--- config.mk ---
export PLATFORM = sky130hd
export DESIGN_NAME = stepper_segment_sequencer
export DESIGN_NICKNAME = d
export VERILOG_FILES = /design/src/rtl/sss_pkg.sv /design/src/rtl/sss_cfg.sv /design/src/rtl/sss_seg_mem.sv /design/src/rtl/sss_core.sv /design/src/rtl/sss_out_buf.sv /design/src/rtl/stepper_segment_sequencer.sv
export SDC_FILE = /design/constraint.sdc
export NUM_CORES = 1
export LEC_CHECK = 0
export BUFFER_PORTS_ARGS = -buffer_cell sky130_fd_sc_hd__buf_4
export CORE_MARGIN = 2
export CORE_UTILIZATION = 47
export CTS_CLUSTER_SIZE = 30
export DETAILED_ROUTE_END_ITERATION = 8
export PLACE_DENSITY = 0.68
export SETUP_SLACK_MARGIN = 0.1
export SKIP_LAST_GASP = 1
export SLEW_MARGIN = 0
export SYNTH_ARGS = -nofsm -noshare
export SYNTH_HDL_FRONTEND = slang
export SYNTH_SLANG_ARGS = --single-unit
--- constraint.sdc ---
create_clock -name clk -period 10.3 [get_ports clk]
set_clock_uncertainty 0.2 [all_clocks]
set_input_delay 2.06 -clock clk [delete_from_list [all_inputs] [get_ports clk]]
set_output_delay 2.06 -clock clk [all_outputs]
set_load 0.1 [all_outputs]
--- src/rtl/sss_pkg.sv ---
// Shared types, request codes and reset constants for the stepper segment sequencer.
// No dependencies; every other file in rtl/ imports this package.
package sss_pkg;

    // Default sizing handed to the top level parameters
    localparam int MAX_SEGMENTS_DEF   = 16;
    localparam int TICKS_PER_UNIT_DEF = 2;

    // Request kinds carried in s_tuser
    localparam logic [2:0] REQ_TICK   = 3'd0;
    localparam logic [2:0] REQ_LOAD   = 3'd1;
    localparam logic [2:0] REQ_START  = 3'd2;
    localparam logic [2:0] REQ_PAUSE  = 3'd3;
    localparam logic [2:0] REQ_TOGGLE = 3'd4;
    localparam logic [2:0] REQ_CLEAR  = 3'd5;

    // Segment direction codes
    localparam logic [1:0] DIR_IN   = 2'd0;
    localparam logic [1:0] DIR_OUT  = 2'd1;
    localparam logic [1:0] DIR_AUTO = 2'd2;

    // Register indexes (byte address = 4 * index)
    localparam logic [1:0] REG_TRACK_COUNT = 2'd0;
    localparam logic [1:0] REG_SEQ_LENGTH  = 2'd1;
    localparam logic [1:0] REG_LOOP_ENABLE = 2'd2;
    localparam logic [1:0] REG_TEST_MODE   = 2'd3;

    localparam logic [7:0] TRACK_COUNT_RST = 8'd80;
    localparam logic [7:0] POSITION_MAX    = 8'd255;

    typedef struct packed {
        logic [15:0] steps;
        logic [15:0] high_time;
        logic [15:0] low_time;
        logic [1:0]  direction;
        logic        spindle_en;
    } seg_t;

    typedef struct packed {
        logic [7:0] track_count;
        logic [4:0] sequence_length;
        logic       loop_enable;
        logic       test_mode;
    } cfg_t;

    typedef struct packed {
        logic [2:0] req_type;
        logic       track0_low;
        logic [3:0] seg_index;
        seg_t       seg;
    } item_t;

    typedef struct packed {
        logic       step_level;
        logic       direction_level;
        logic       motor_enable_n;
        logic       error_light;
        logic       is_running;
        logic [7:0] head_position;
        logic       min_limit_hit;
        logic       max_limit_hit;
        logic       test_finished;
        logic [4:0] current_segment;
    } result_t;

endpackage

--- src/rtl/sss_cfg.sv ---
// APB configuration registers: track count, sequence length, loop and test mode.
// Depends on sss_pkg.
module sss_cfg (
    input  logic                clk,
    input  logic                rst_n,
    input  logic                psel,
    input  logic                penable,
    input  logic                pwrite,
    input  logic [3:0]          paddr,
    input  logic [31:0]         pwdata,
    output logic [31:0]         prdata,
    output logic                pready,
    output sss_pkg::cfg_t       cfg
);
    import sss_pkg::*;

    cfg_t       cfg_reg;
    cfg_t       cfg_next;
    logic [1:0] reg_index;
    logic       wr_en;

    assign reg_index = paddr[3:2];
    assign wr_en     = psel && penable && pwrite;
    assign pready    = 1'b1;
    assign cfg       = cfg_reg;

    // Decode a register write
    always_comb
    begin
        cfg_next = cfg_reg;
        if (wr_en)
        begin
            unique case (reg_index)
                REG_TRACK_COUNT: cfg_next.track_count     = pwdata[7:0];
                REG_SEQ_LENGTH:  cfg_next.sequence_length = pwdata[4:0];
                REG_LOOP_ENABLE: cfg_next.loop_enable     = pwdata[0];
                REG_TEST_MODE:   cfg_next.test_mode       = pwdata[0];
            endcase
        end
    end

    // Read back
    always_comb
    begin
        unique case (reg_index)
            REG_TRACK_COUNT: prdata = {24'd0, cfg_reg.track_count};
            REG_SEQ_LENGTH:  prdata = {27'd0, cfg_reg.sequence_length};
            REG_LOOP_ENABLE: prdata = {31'd0, cfg_reg.loop_enable};
            REG_TEST_MODE:   prdata = {31'd0, cfg_reg.test_mode};
        endcase
    end

    always_ff @(posedge clk or negedge rst_n)
    begin
        if (!rst_n)
        begin
            cfg_reg.track_count     <= TRACK_COUNT_RST;
            cfg_reg.sequence_length <= 5'd0;
            cfg_reg.loop_enable     <= 1'b0;
            cfg_reg.test_mode       <= 1'b0;
        end
        else
        begin
            cfg_reg <= cfg_next;
        end
    end

endmodule

--- src/rtl/sss_seg_mem.sv ---
// Segment table: one write port, two registered read ports with write bypass.
// Depends on sss_pkg.
module sss_seg_mem #(
    parameter int DEPTH = sss_pkg::MAX_SEGMENTS_DEF,
    parameter int AW    = 4
) (
    input  logic                clk,
    input  logic                wr_en,
    input  logic [AW-1:0]       wr_addr,
    input  sss_pkg::seg_t       wr_data,
    input  logic [AW-1:0]       rd_addr_a,
    input  logic [AW-1:0]       rd_addr_b,
    output sss_pkg::seg_t       rd_data_a,
    output logic                rd_motor_b
);
    import sss_pkg::*;

    seg_t mem [DEPTH];
    seg_t rd_a_reg;
    logic rd_b_reg;

    assign rd_data_a  = rd_a_reg;
    assign rd_motor_b = rd_b_reg;

    // Write, then read with new data forwarded on an address match
    always_ff @(posedge clk)
    begin
        if (wr_en)
        begin
            mem[wr_addr] <= wr_data;
        end
        if (wr_en && (wr_addr == rd_addr_a))
        begin
            rd_a_reg <= wr_data;
        end
        else
        begin
            rd_a_reg <= mem[rd_addr_a];
        end
        if (wr_en && (wr_addr == rd_addr_b))
        begin
            rd_b_reg <= wr_data.spindle_en;
        end
        else
        begin
            rd_b_reg <= mem[rd_addr_b].spindle_en;
        end
    end

endmodule

--- src/rtl/sss_core.sv ---
// Step engine: playback state, pulse timing, head tracking and limit checks.
// Depends on sss_pkg; reads the segment table through sss_seg_mem ports.
module sss_core #(
    parameter int MAX_SEGMENTS   = sss_pkg::MAX_SEGMENTS_DEF,
    parameter int TICKS_PER_UNIT = sss_pkg::TICKS_PER_UNIT_DEF,
    parameter int AW             = 4
) (
    input  logic                clk,
    input  logic                rst_n,
    input  logic                accept,
    input  sss_pkg::item_t      item,
    input  sss_pkg::cfg_t       cfg,
    input  sss_pkg::seg_t       cur_seg,
    input  logic                nxt_motor,
    output logic                wr_en,
    output logic [AW-1:0]       wr_addr,
    output sss_pkg::seg_t       wr_data,
    output logic [AW-1:0]       rd_addr_a,
    output logic [AW-1:0]       rd_addr_b,
    output sss_pkg::result_t    result
);
    import sss_pkg::*;

    localparam int POS_W = $clog2(MAX_SEGMENTS + 1);
    localparam int TCK_W = 17 + $clog2(TICKS_PER_UNIT);

    logic             running_reg,  running_next;
    logic             phase_reg,    phase_next;
    logic [TCK_W-1:0] tick_reg,     tick_next;
    logic [16:0]      step_cnt_reg, step_cnt_next;
    logic [POS_W-1:0] seg_pos_reg,  seg_pos_next;
    logic             pend_reg,     pend_next;
    logic [7:0]       position_reg, position_next;
    logic             auto_out_reg, auto_out_next;
    logic             min_reg,      min_next;
    logic             max_reg,      max_next;
    logic             done_reg,     done_next;
    logic             pin_step_reg, pin_step_next;
    logic             pin_dir_reg,  pin_dir_next;
    logic             pin_mot_reg,  pin_mot_next;
    logic             pin_err_reg,  pin_err_next;
    logic             motor0_reg,   motor0_next;

    logic [POS_W-1:0] len_eff;
    logic [POS_W-1:0] seg_pos_inc;
    logic [POS_W-1:0] rd_pos_b;
    logic [TCK_W-1:0] tick_inc;
    logic [TCK_W-1:0] low_thr;
    logic [TCK_W-1:0] high_thr;
    logic [16:0]      step_inc;
    logic             load_ok;

    // Effective table length, clamped to the table size
    assign len_eff = (int'(cfg.sequence_length) < MAX_SEGMENTS) ?
                     POS_W'(cfg.sequence_length) : POS_W'(MAX_SEGMENTS);

    assign seg_pos_inc = seg_pos_reg + POS_W'(1);
    assign tick_inc    = tick_reg + TCK_W'(1);
    assign step_inc    = step_cnt_reg + 17'd1;
    assign low_thr     = TCK_W'(cur_seg.low_time)  * TCK_W'(TICKS_PER_UNIT);
    assign high_thr    = TCK_W'(cur_seg.high_time) * TCK_W'(TICKS_PER_UNIT);

    // Table write for a load request
    assign load_ok = accept && (item.req_type == REQ_LOAD) &&
                     (int'(item.seg_index) < MAX_SEGMENTS);
    assign wr_en   = load_ok;
    assign wr_addr = AW'(item.seg_index);
    assign wr_data = item.seg;

    // Prefetch the segment at the next position and the motor bit after it
    assign rd_pos_b  = seg_pos_next + POS_W'(1);
    assign rd_addr_a = seg_pos_next[AW-1:0];
    assign rd_addr_b = rd_pos_b[AW-1:0];

    always_comb
    begin
        logic end_seq;
        end_seq       = 1'b0;
        running_next  = running_reg;
        phase_next    = phase_reg;
        tick_next     = tick_reg;
        step_cnt_next = step_cnt_reg;
        seg_pos_next  = seg_pos_reg;
        pend_next     = pend_reg;
        position_next = position_reg;
        auto_out_next = auto_out_reg;
        min_next      = min_reg;
        max_next      = max_reg;
        done_next     = done_reg;
        pin_step_next = pin_step_reg;
        pin_dir_next  = pin_dir_reg;
        pin_mot_next  = pin_mot_reg;
        pin_err_next  = pin_err_reg;
        motor0_next   = motor0_reg;

        if (load_ok && (item.seg_index == 4'd0))
        begin
            motor0_next = item.seg.spindle_en;
        end

        if (accept)
        begin
            unique case (item.req_type)
                REQ_TICK:
                begin
                    if (running_reg)
                    begin
                        if (seg_pos_reg >= len_eff)
                        begin
                            end_seq = 1'b1;
                        end
                        else if (!phase_reg)
                        begin
                            tick_next = tick_inc;
                            if ((tick_inc >= low_thr) || pend_reg)
                            begin
                                pend_next = 1'b0;
                                if (step_inc > {1'b0, cur_seg.steps})
                                begin
                                    // Segment done: move on
                                    step_cnt_next = 17'd0;
                                    seg_pos_next  = seg_pos_inc;
                                    if (seg_pos_inc < len_eff)
                                    begin
                                        pend_next    = 1'b1;
                                        pin_mot_next = !nxt_motor;
                                    end
                                    else
                                    begin
                                        end_seq = 1'b1;
                                    end
                                end
                                else
                                begin
                                    step_cnt_next = step_inc;
                                    if (cur_seg.high_time != 16'd0)
                                    begin
                                        // Start a pulse, with a limit check on inward and outward steps
                                        unique case (cur_seg.direction)
                                            DIR_IN:
                                            begin
                                                pin_dir_next = 1'b0;
                                                if (position_reg >= cfg.track_count)
                                                begin
                                                    max_next     = 1'b1;
                                                    phase_next   = 1'b0;
                                                    running_next = 1'b0;
                                                    pin_err_next = 1'b1;
                                                    done_next    = 1'b1;
                                                end
                                                else
                                                begin
                                                    position_next = position_reg + 8'd1;
                                                    phase_next    = 1'b1;
                                                    pin_step_next = 1'b0;
                                                end
                                            end
                                            DIR_OUT:
                                            begin
                                                pin_dir_next = 1'b1;
                                                if ((position_reg == 8'd0) || item.track0_low)
                                                begin
                                                    min_next     = 1'b1;
                                                    phase_next   = 1'b0;
                                                    running_next = 1'b0;
                                                    pin_err_next = 1'b1;
                                                    done_next    = 1'b1;
                                                end
                                                else
                                                begin
                                                    position_next = position_reg - 8'd1;
                                                    phase_next    = 1'b1;
                                                    pin_step_next = 1'b0;
                                                end
                                            end
                                            DIR_AUTO:
                                            begin
                                                // Bounce between zero and the track count
                                                if (position_reg >= cfg.track_count)
                                                begin
                                                    auto_out_next = 1'b1;
                                                    pin_dir_next  = 1'b1;
                                                end
                                                else if (position_reg == 8'd0)
                                                begin
                                                    auto_out_next = 1'b0;
                                                    pin_dir_next  = 1'b0;
                                                end
                                                if (auto_out_next)
                                                begin
                                                    if (position_reg != 8'd0)
                                                    begin
                                                        position_next = position_reg - 8'd1;
                                                    end
                                                end
                                                else if (position_reg != POSITION_MAX)
                                                begin
                                                    position_next = position_reg + 8'd1;
                                                end
                                                phase_next    = 1'b1;
                                                pin_step_next = 1'b0;
                                                if (item.track0_low && !cfg.test_mode)
                                                begin
                                                    position_next = 8'd0;
                                                end
                                            end
                                            default:
                                            begin
                                                // Unused direction code: count only
                                            end
                                        endcase
                                    end
                                end
                                tick_next = '0;
                            end
                        end
                        else
                        begin
                            tick_next = tick_inc;
                            if (tick_inc >= high_thr)
                            begin
                                // End of active phase
                                if (cur_seg.low_time != 16'd0)
                                begin
                                    pin_step_next = 1'b1;
                                end
                                phase_next = 1'b0;
                                tick_next  = '0;
                            end
                        end
                    end
                end
                REQ_LOAD:
                begin
                    // Table write only
                end
                REQ_START:
                begin
                    if (!done_reg && (len_eff != '0))
                    begin
                        if (cfg.test_mode)
                        begin
                            position_next = 8'd0;
                            auto_out_next = 1'b0;
                            pin_step_next = 1'b1;
                            pin_dir_next  = 1'b1;
                        end
                        seg_pos_next  = '0;
                        pend_next     = 1'b1;
                        phase_next    = 1'b0;
                        tick_next     = '0;
                        step_cnt_next = 17'd0;
                        pin_err_next  = 1'b0;
                        pin_mot_next  = !motor0_reg;
                        running_next  = 1'b1;
                    end
                end
                REQ_PAUSE:
                begin
                    running_next = 1'b0;
                end
                REQ_TOGGLE:
                begin
                    if (!cfg.test_mode && (len_eff != '0) && (running_reg || !done_reg))
                    begin
                        running_next = !running_reg;
                    end
                end
                REQ_CLEAR:
                begin
                    if (done_reg)
                    begin
                        running_next  = 1'b0;
                        pin_dir_next  = 1'b1;
                        pin_step_next = 1'b1;
                        pin_err_next  = min_reg || max_reg;
                        seg_pos_next  = '0;
                        pend_next     = 1'b1;
                        phase_next    = 1'b0;
                        tick_next     = '0;
                        position_next = 8'd0;
                        step_cnt_next = 17'd0;
                        auto_out_next = 1'b0;
                        min_next      = 1'b0;
                        max_next      = 1'b0;
                        done_next     = 1'b0;
                    end
                end
                default:
                begin
                    // Undefined request kinds: no effect
                end
            endcase

            // End of sequence: loop, flag test completion, or stop
            if (end_seq)
            begin
                if (cfg.loop_enable)
                begin
                    seg_pos_next = '0;
                    pend_next    = 1'b1;
                    phase_next   = 1'b0;
                    tick_next    = '0;
                    running_next = 1'b1;
                end
                else if (cfg.test_mode)
                begin
                    done_next    = 1'b1;
                    running_next = 1'b0;
                end
                else
                begin
                    running_next = 1'b0;
                    seg_pos_next = '0;
                    pend_next    = 1'b1;
                    phase_next   = 1'b0;
                    tick_next    = '0;
                end
            end
        end
    end

    // Result reflects the state after the request
    always_comb
    begin
        result.step_level      = pin_step_next;
        result.direction_level = pin_dir_next;
        result.motor_enable_n  = pin_mot_next;
        result.error_light     = pin_err_next;
        result.is_running      = running_next;
        result.head_position   = position_next;
        result.min_limit_hit   = min_next;
        result.max_limit_hit   = max_next;
        result.test_finished   = done_next;
        result.current_segment = 5'(seg_pos_next);
    end

    always_ff @(posedge clk)
    begin
        motor0_reg <= motor0_next;
    end

    always_ff @(posedge clk or negedge rst_n)
    begin
        if (!rst_n)
        begin
            running_reg  <= 1'b0;
            phase_reg    <= 1'b0;
            tick_reg     <= '0;
            step_cnt_reg <= 17'd0;
            seg_pos_reg  <= '0;
            pend_reg     <= 1'b1;
            position_reg <= 8'd0;
            auto_out_reg <= 1'b0;
            min_reg      <= 1'b0;
            max_reg      <= 1'b0;
            done_reg     <= 1'b0;
            pin_step_reg <= 1'b1;
            pin_dir_reg  <= 1'b1;
            pin_mot_reg  <= 1'b1;
            pin_err_reg  <= 1'b0;
        end
        else
        begin
            running_reg  <= running_next;
            phase_reg    <= phase_next;
            tick_reg     <= tick_next;
            step_cnt_reg <= step_cnt_next;
            seg_pos_reg  <= seg_pos_next;
            pend_reg     <= pend_next;
            position_reg <= position_next;
            auto_out_reg <= auto_out_next;
            min_reg      <= min_next;
            max_reg      <= max_next;
            done_reg     <= done_next;
            pin_step_reg <= pin_step_next;
            pin_dir_reg  <= pin_dir_next;
            pin_mot_reg  <= pin_mot_next;
            pin_err_reg  <= pin_err_next;
        end
    end

endmodule

--- src/rtl/sss_out_buf.sv ---
// Two-entry result buffer between the step engine and the master stream side.
// Depends on sss_pkg.
module sss_out_buf (
    input  logic                clk,
    input  logic                rst_n,
    input  logic                push,
    input  sss_pkg::result_t    push_data,
    output logic                has_room,
    output logic                out_valid,
    input  logic                out_ready,
    output sss_pkg::result_t    out_data
);
    import sss_pkg::*;

    result_t    slot0_reg, slot0_next;
    result_t    slot1_reg, slot1_next;
    logic [1:0] count_reg, count_next;
    logic       pop;

    assign has_room  = (count_reg != 2'd2);
    assign out_valid = (count_reg != 2'd0);
    assign out_data  = slot0_reg;
    assign pop       = out_valid && out_ready;

    // Queue control: slot 0 always heads the queue
    always_comb
    begin
        slot0_next = slot0_reg;
        slot1_next = slot1_reg;
        count_next = count_reg;
        unique case ({pop, push})
            2'b01:
            begin
                if (count_reg == 2'd0)
                begin
                    slot0_next = push_data;
                end
                else
                begin
                    slot1_next = push_data;
                end
                count_next = count_reg + 2'd1;
            end
            2'b10:
            begin
                slot0_next = slot1_reg;
                count_next = count_reg - 2'd1;
            end
            2'b11:
            begin
                if (count_reg == 2'd1)
                begin
                    slot0_next = push_data;
                end
                else
                begin
                    slot0_next = slot1_reg;
                    slot1_next = push_data;
                end
            end
            default:
            begin
                // Hold
            end
        endcase
    end

    always_ff @(posedge clk)
    begin
        slot0_reg <= slot0_next;
        slot1_reg <= slot1_next;
    end

    always_ff @(posedge clk or negedge rst_n)
    begin
        if (!rst_n)
        begin
            count_reg <= 2'd0;
        end
        else
        begin
            count_reg <= count_next;
        end
    end

endmodule

--- src/rtl/stepper_segment_sequencer.sv ---
// Top level of the stepper segment sequencer: stream ports, APB registers, wiring.
// Depends on sss_pkg, sss_cfg, sss_seg_mem, sss_core and sss_out_buf.
//
//  Channel   Direction  Handshake            Content
//  s_*       in         s_tvalid / s_tready  one request: tick, segment load or command
//  m_*       out        m_tvalid / m_tready  one status word per request
//  apb       in/out     psel penable pready  track count, length, loop, test mode
//
// Every request is handled in the cycle it is accepted; its status word enters a
// two-entry output buffer, behind any earlier words; one request per clock while there
// is room. s_tready drops only while both buffer entries hold untaken status words.
// The segment table has registered reads, prefetched from the next position.
// Reset clears all control and playback state; the segment table holds no reset.
module stepper_segment_sequencer #(
    parameter int MAX_SEGMENTS   = sss_pkg::MAX_SEGMENTS_DEF,
    parameter int TICKS_PER_UNIT = sss_pkg::TICKS_PER_UNIT_DEF
) (
    input  logic        clk,
    input  logic        rst_n,
    // track0_low[0], seg_index[4:1], seg_steps[20:5], seg_high_time[36:21],
    // seg_low_time[52:37], seg_direction[54:53], segment motor enable[55]
    input  logic [55:0] s_tdata,
    // req_type[2:0]
    input  logic [2:0]  s_tuser,
    input  logic        s_tvalid,
    output logic        s_tready,
    // step_level[0], direction_level[1], motor_enable_n[2], error_light[3],
    // is_running[4], head_position[12:5], min_limit_hit[13], max_limit_hit[14],
    // test_finished[15], current_segment[20:16], zero fill[23:21]
    output logic [23:0] m_tdata,
    output logic        m_tvalid,
    input  logic        m_tready,
    input  logic        psel,
    input  logic        penable,
    input  logic        pwrite,
    input  logic [3:0]  paddr,
    input  logic [31:0] pwdata,
    output logic [31:0] prdata,
    output logic        pready
);
    import sss_pkg::*;

    localparam int AW = (MAX_SEGMENTS > 1) ? $clog2(MAX_SEGMENTS) : 1;

    cfg_t          cfg;
    item_t         item;
    seg_t          cur_seg;
    seg_t          wr_data;
    result_t       result;
    result_t       out_res;
    logic          accept;
    logic          nxt_motor;
    logic          wr_en;
    logic [AW-1:0] wr_addr;
    logic [AW-1:0] rd_addr_a;
    logic [AW-1:0] rd_addr_b;

    // Unpack the request
    always_comb
    begin
        item.req_type          = s_tuser;
        item.track0_low        = s_tdata[0];
        item.seg_index         = s_tdata[4:1];
        item.seg.steps         = s_tdata[20:5];
        item.seg.high_time     = s_tdata[36:21];
        item.seg.low_time      = s_tdata[52:37];
        item.seg.direction     = s_tdata[54:53];
        item.seg.spindle_en    = s_tdata[55];
    end

    assign accept = s_tvalid && s_tready;

    sss_cfg u_cfg (
        .clk     (clk),
        .rst_n   (rst_n),
        .psel    (psel),
        .penable (penable),
        .pwrite  (pwrite),
        .paddr   (paddr),
        .pwdata  (pwdata),
        .prdata  (prdata),
        .pready  (pready),
        .cfg     (cfg)
    );

    sss_seg_mem #(
        .DEPTH (MAX_SEGMENTS),
        .AW    (AW)
    ) u_seg_mem (
        .clk        (clk),
        .wr_en      (wr_en),
        .wr_addr    (wr_addr),
        .wr_data    (wr_data),
        .rd_addr_a  (rd_addr_a),
        .rd_addr_b  (rd_addr_b),
        .rd_data_a  (cur_seg),
        .rd_motor_b (nxt_motor)
    );

    sss_core #(
        .MAX_SEGMENTS   (MAX_SEGMENTS),
        .TICKS_PER_UNIT (TICKS_PER_UNIT),
        .AW             (AW)
    ) u_core (
        .clk       (clk),
        .rst_n     (rst_n),
        .accept    (accept),
        .item      (item),
        .cfg       (cfg),
        .cur_seg   (cur_seg),
        .nxt_motor (nxt_motor),
        .wr_en     (wr_en),
        .wr_addr   (wr_addr),
        .wr_data   (wr_data),
        .rd_addr_a (rd_addr_a),
        .rd_addr_b (rd_addr_b),
        .result    (result)
    );

    sss_out_buf u_out_buf (
        .clk       (clk),
        .rst_n     (rst_n),
        .push      (accept),
        .push_data (result),
        .has_room  (s_tready),
        .out_valid (m_tvalid),
        .out_ready (m_tready),
        .out_data  (out_res)
    );

    // Pack the status word
    assign m_tdata = {3'd0,
                      out_res.current_segment,
                      out_res.test_finished,
                      out_res.max_limit_hit,
                      out_res.min_limit_hit,
                      out_res.head_position,
                      out_res.is_running,
                      out_res.error_light,
                      out_res.motor_enable_n,
                      out_res.direction_level,
                      out_res.step_level};

endmodule

==> summary.md <==
| Metric | Value |
|---|---|
| Status | complete, no violations |
| ANT cells | 0 |
| Final setup fails | 0 |
| Full die area | 87500 sq um |
| Initial antenna violation count | 4 |
| Setup Crit Path Kind | flop to flop |
| Share of async-settable or async-resettable flops after synthesis | 0.0809 |
| Initial Util | 0.472 |
| Synth-to-Final Area Change | 13.2% |
| Initial DRC count | 2153 |
| Final Cell Area | 45300 sq um |
| Tot Pwr | 0.00905 W |
| Via count | 21400 |
| First-pass GRT wire length | 137000 um |
| # port buffers | 106 |
| Yosys warnings | 0 |
| H-tree depth | 3 |
| Mean post-synth cell area | 17.8 sq um |
| Post-synth EDFFs | 858 |
| Crit path max fanout | 53 |
| Most used DFF post-synth | edfxtp_1 |
| Setup TNS | 0 ps |
| Postcts setup bufs | 0 |
| Crit. End Element | flop |
| Vias per cell | 5.92 |
| DIE WIDTH | 296 um |
| Max cap viols | 0 |
| RSZ-0062 raised after global routing | false |
| Root Driver | clkbuf_16 |
| # rows | 107 |
| Final worst slack | 2850 ps |
| Tcrit/Tclk final | 0.723 |
| Startpoint Class | flop |
| Largest net degree at the start of global routing | 86 |
| Worst VDD drop | 0.216 mV |
| Headroom to the max-slew limit | 0.227 |
| Core Region | 84700 sq um |
| Slew @ Worst Pin | 1160 ps |
| Final ANT Viol Nets | 0 |
| Seq/Total Area, Yosys | 0.694 |
| Final nets | 2564 |
| Vias in the first global route | 21600 |
| Wirelength per Cell | 25.5 um |
| DRC errors left | 0 |
| Placed inst area | 42200 sq um |
| Syn Std Cell Area | 40000 sq um |
| Ports | 161 |
| Share of layout cells above drive strength 1 | 0.244 |
| Clock Path Buffers | 3 |
| P per Cell Area | 199 nW/um^2 |
| Tot GR Track Use | 0.212 |
| FMAX | 134 MHz |
| Synth unique cells | 92 |
| Die Ht | 296 um |
| Number of buffers inserted by hold repair at cts | 0 |
| Clock slew at reported path FFs | 60 ps |
| DR pass1 iterations | 6 |
| TritonCTS clock tree | yes |
| Leak | 15.1 nW |
| Resize count post-CTS | 0 |
| Post-Syn Instances | 2248 |
| Min cycle time layout | 7450 ps |
| Dpl ws | 2850 ps |
| Hold WS | 315 ps |
| Final Hold Vio Count | 0 |
| Remaining Overflow, GRT | 0 |
| Cell taking the most area after synthesis | edfxtp_1 |
| Latest clock arrival within the worst-skew pair | 660 ps |
| Routability congestion estimate | 0.885 |
| Hpwl dp | 53400 um |
| Worst path arrival time | 7760 ps |
| Hold Crit Class | flop to flop |
| Post-Route WL | 92100 um |
| CTS buffer count | 94 |
| Fill cells | 6477 |
| Slew Limit Fails | 0 |
| Yosys top cell area share | 0.643 |
| Max reg flops | 815 |
| Post-synthesis register bit count | 939 |
| Critical Path RT | 10620 ps |
| Synth area leaders | edfxtp_1, mux4_2, dfrtp_1, ha_1, o21ai_0 |
| TritonCTS sink count | 939 |
-- final timing paths --
kind,start,to,slack [ps],depth (start not counted)
worst min-delay path,u_out_buf.count_reg[0],u_out_buf.count_reg[0],310,1
worst max register to register,flop,u_seg_mem.rd_motor_b,2850,19
max in group asynchronous,rst_n,u_cfg.cfg[10],7690,2
worst max-delay path,flop,u_seg_mem.rd_motor_b,2850,19
worst min register to register,u_out_buf.count_reg[0],u_out_buf.count_reg[0],310,1
min in group asynchronous,rst_n,u_core.step_cnt_reg[3],1190,1
-- critical path, cell delays in order, from the launching register on --
cell	delay (ps)
dfxtp_4	880
buf_12	470
mux4_2	560
mux4_2	550
inv_1	100
ha_1	230
o21ai_0	80
nor2_1	80
a2111oi_0	790
o211ai_4	200
o211ai_2	350
nor2_1	190
o21ba_1	270
a211oi_4	640
ha_1	420
mux4_1	590
mux2_1	310
nand2_1	90
nor3b_1	190
nor3_1	80
-- cell usage in the layout (no fill, tap or decap), types with 18 or more instances in the layout --
cell type    n
inv_1       87
buf_4      140
o21ai_0    115
nor2_1      91
nand2_1     93
nor3_1      18
clkbuf_16   95
ha_1        79
edfxtp_1   858
dfrtp_1     70
clkinv_1    20
nand3_1     47
clkbuf_1    21
nor4_1      19
mux2_2      18
xnor2_1     26
a21oi_1     41
xor2_1      18
conb_1      28
mux4_2     247
-- power breakdown --
group	internal, W	switching (W)	total, W
sequential	0.00432	0.000104	0.00442
clock	0.00203	0.00144	0.00347
combinational	0.000291	0.000865	0.00116
total	0.00664	0.00241	0.00905
-- kinds of logic (layout without fill, tap and decap cells) --
| logic type | after synthesis | in the layout | synth area share |
|---|---|---|---|
| muxes | 287 | 287 | 0.151 |
| and+or+nand+nor | 371 | 371 | 0.0452 |
| AOI/OAI and AO/OA | 306 | 306 | 0.0512 |
| buffers and inverters | 219 | 408 | 0.0239 |
| adders and majority gates | 79 | 79 | 0.0247 |
| DFF | 939 | 939 | 0.694 |
| xor gates and xnor gates | 45 | 45 | 0.0100 |
| other | 2 | 28 | 0.000188 |
-- metrics by stage --
stage	utilization	instances
after floorplan	-	2274
after global placement	0.498	3431
after detailed placement	0.498	3431
after CTS	0.535	3607
after global routing	0.535	3607
final	0.535	3607
-- synth_stat cells, types with 5 or more instances --
cell and number:
edfxtp_1 858, mux4_2 247, o21ai_0 116, nor2_1 103
nand2_1 93, inv_1 87, ha_1 79, dfrtp_1 70
clkbuf_1 67, nand3_1 47, a21oi_1 41, buf_4 28
xnor2_1 26, buf_2 23, nor3_1 22, nor4_1 19
mux2_2 18, xor2_1 18, and3_1 17, mux2i_1 17
a22oi_1 15, nand4_1 15, o31ai_1 15, nand2b_1 14
a211oi_1 13, a21o_1 13, buf_1 12, nor2b_1 10
a32o_1 9, o21a_1 9, and2_1 7, a31oi_1 6
dfstp_2 6, o22ai_1 6, or2_2 6, a221o_1 5
a22o_1 5, dfxtp_1 5
-- routing by layer --
metal | vias up | routed length, um | GRT usage
met5 | - | 52 | 0
met4 | 8 | 1830 | 0.0583
met3 | 119 | 6140 | 0.0332
met2 | 769 | 45900 | 0.351
met1 | 11200 | 38200 | 0.294
li1 | 9296 | - | -
-- area by class of cell --
type,instances,area (sq um),share of cell area
inverters,89,334,0.00737
repair buffers,143,1110,0.0245
clock buffers,119,2500,0.0551
well taps,1144,1430,0.0316
flip-flops and latches,939,27800,0.613
multi-input cells,1116,11500,0.254
clock inverters,57,656,0.0145
No activity file was read; power rests on OpenSTA's default activity.
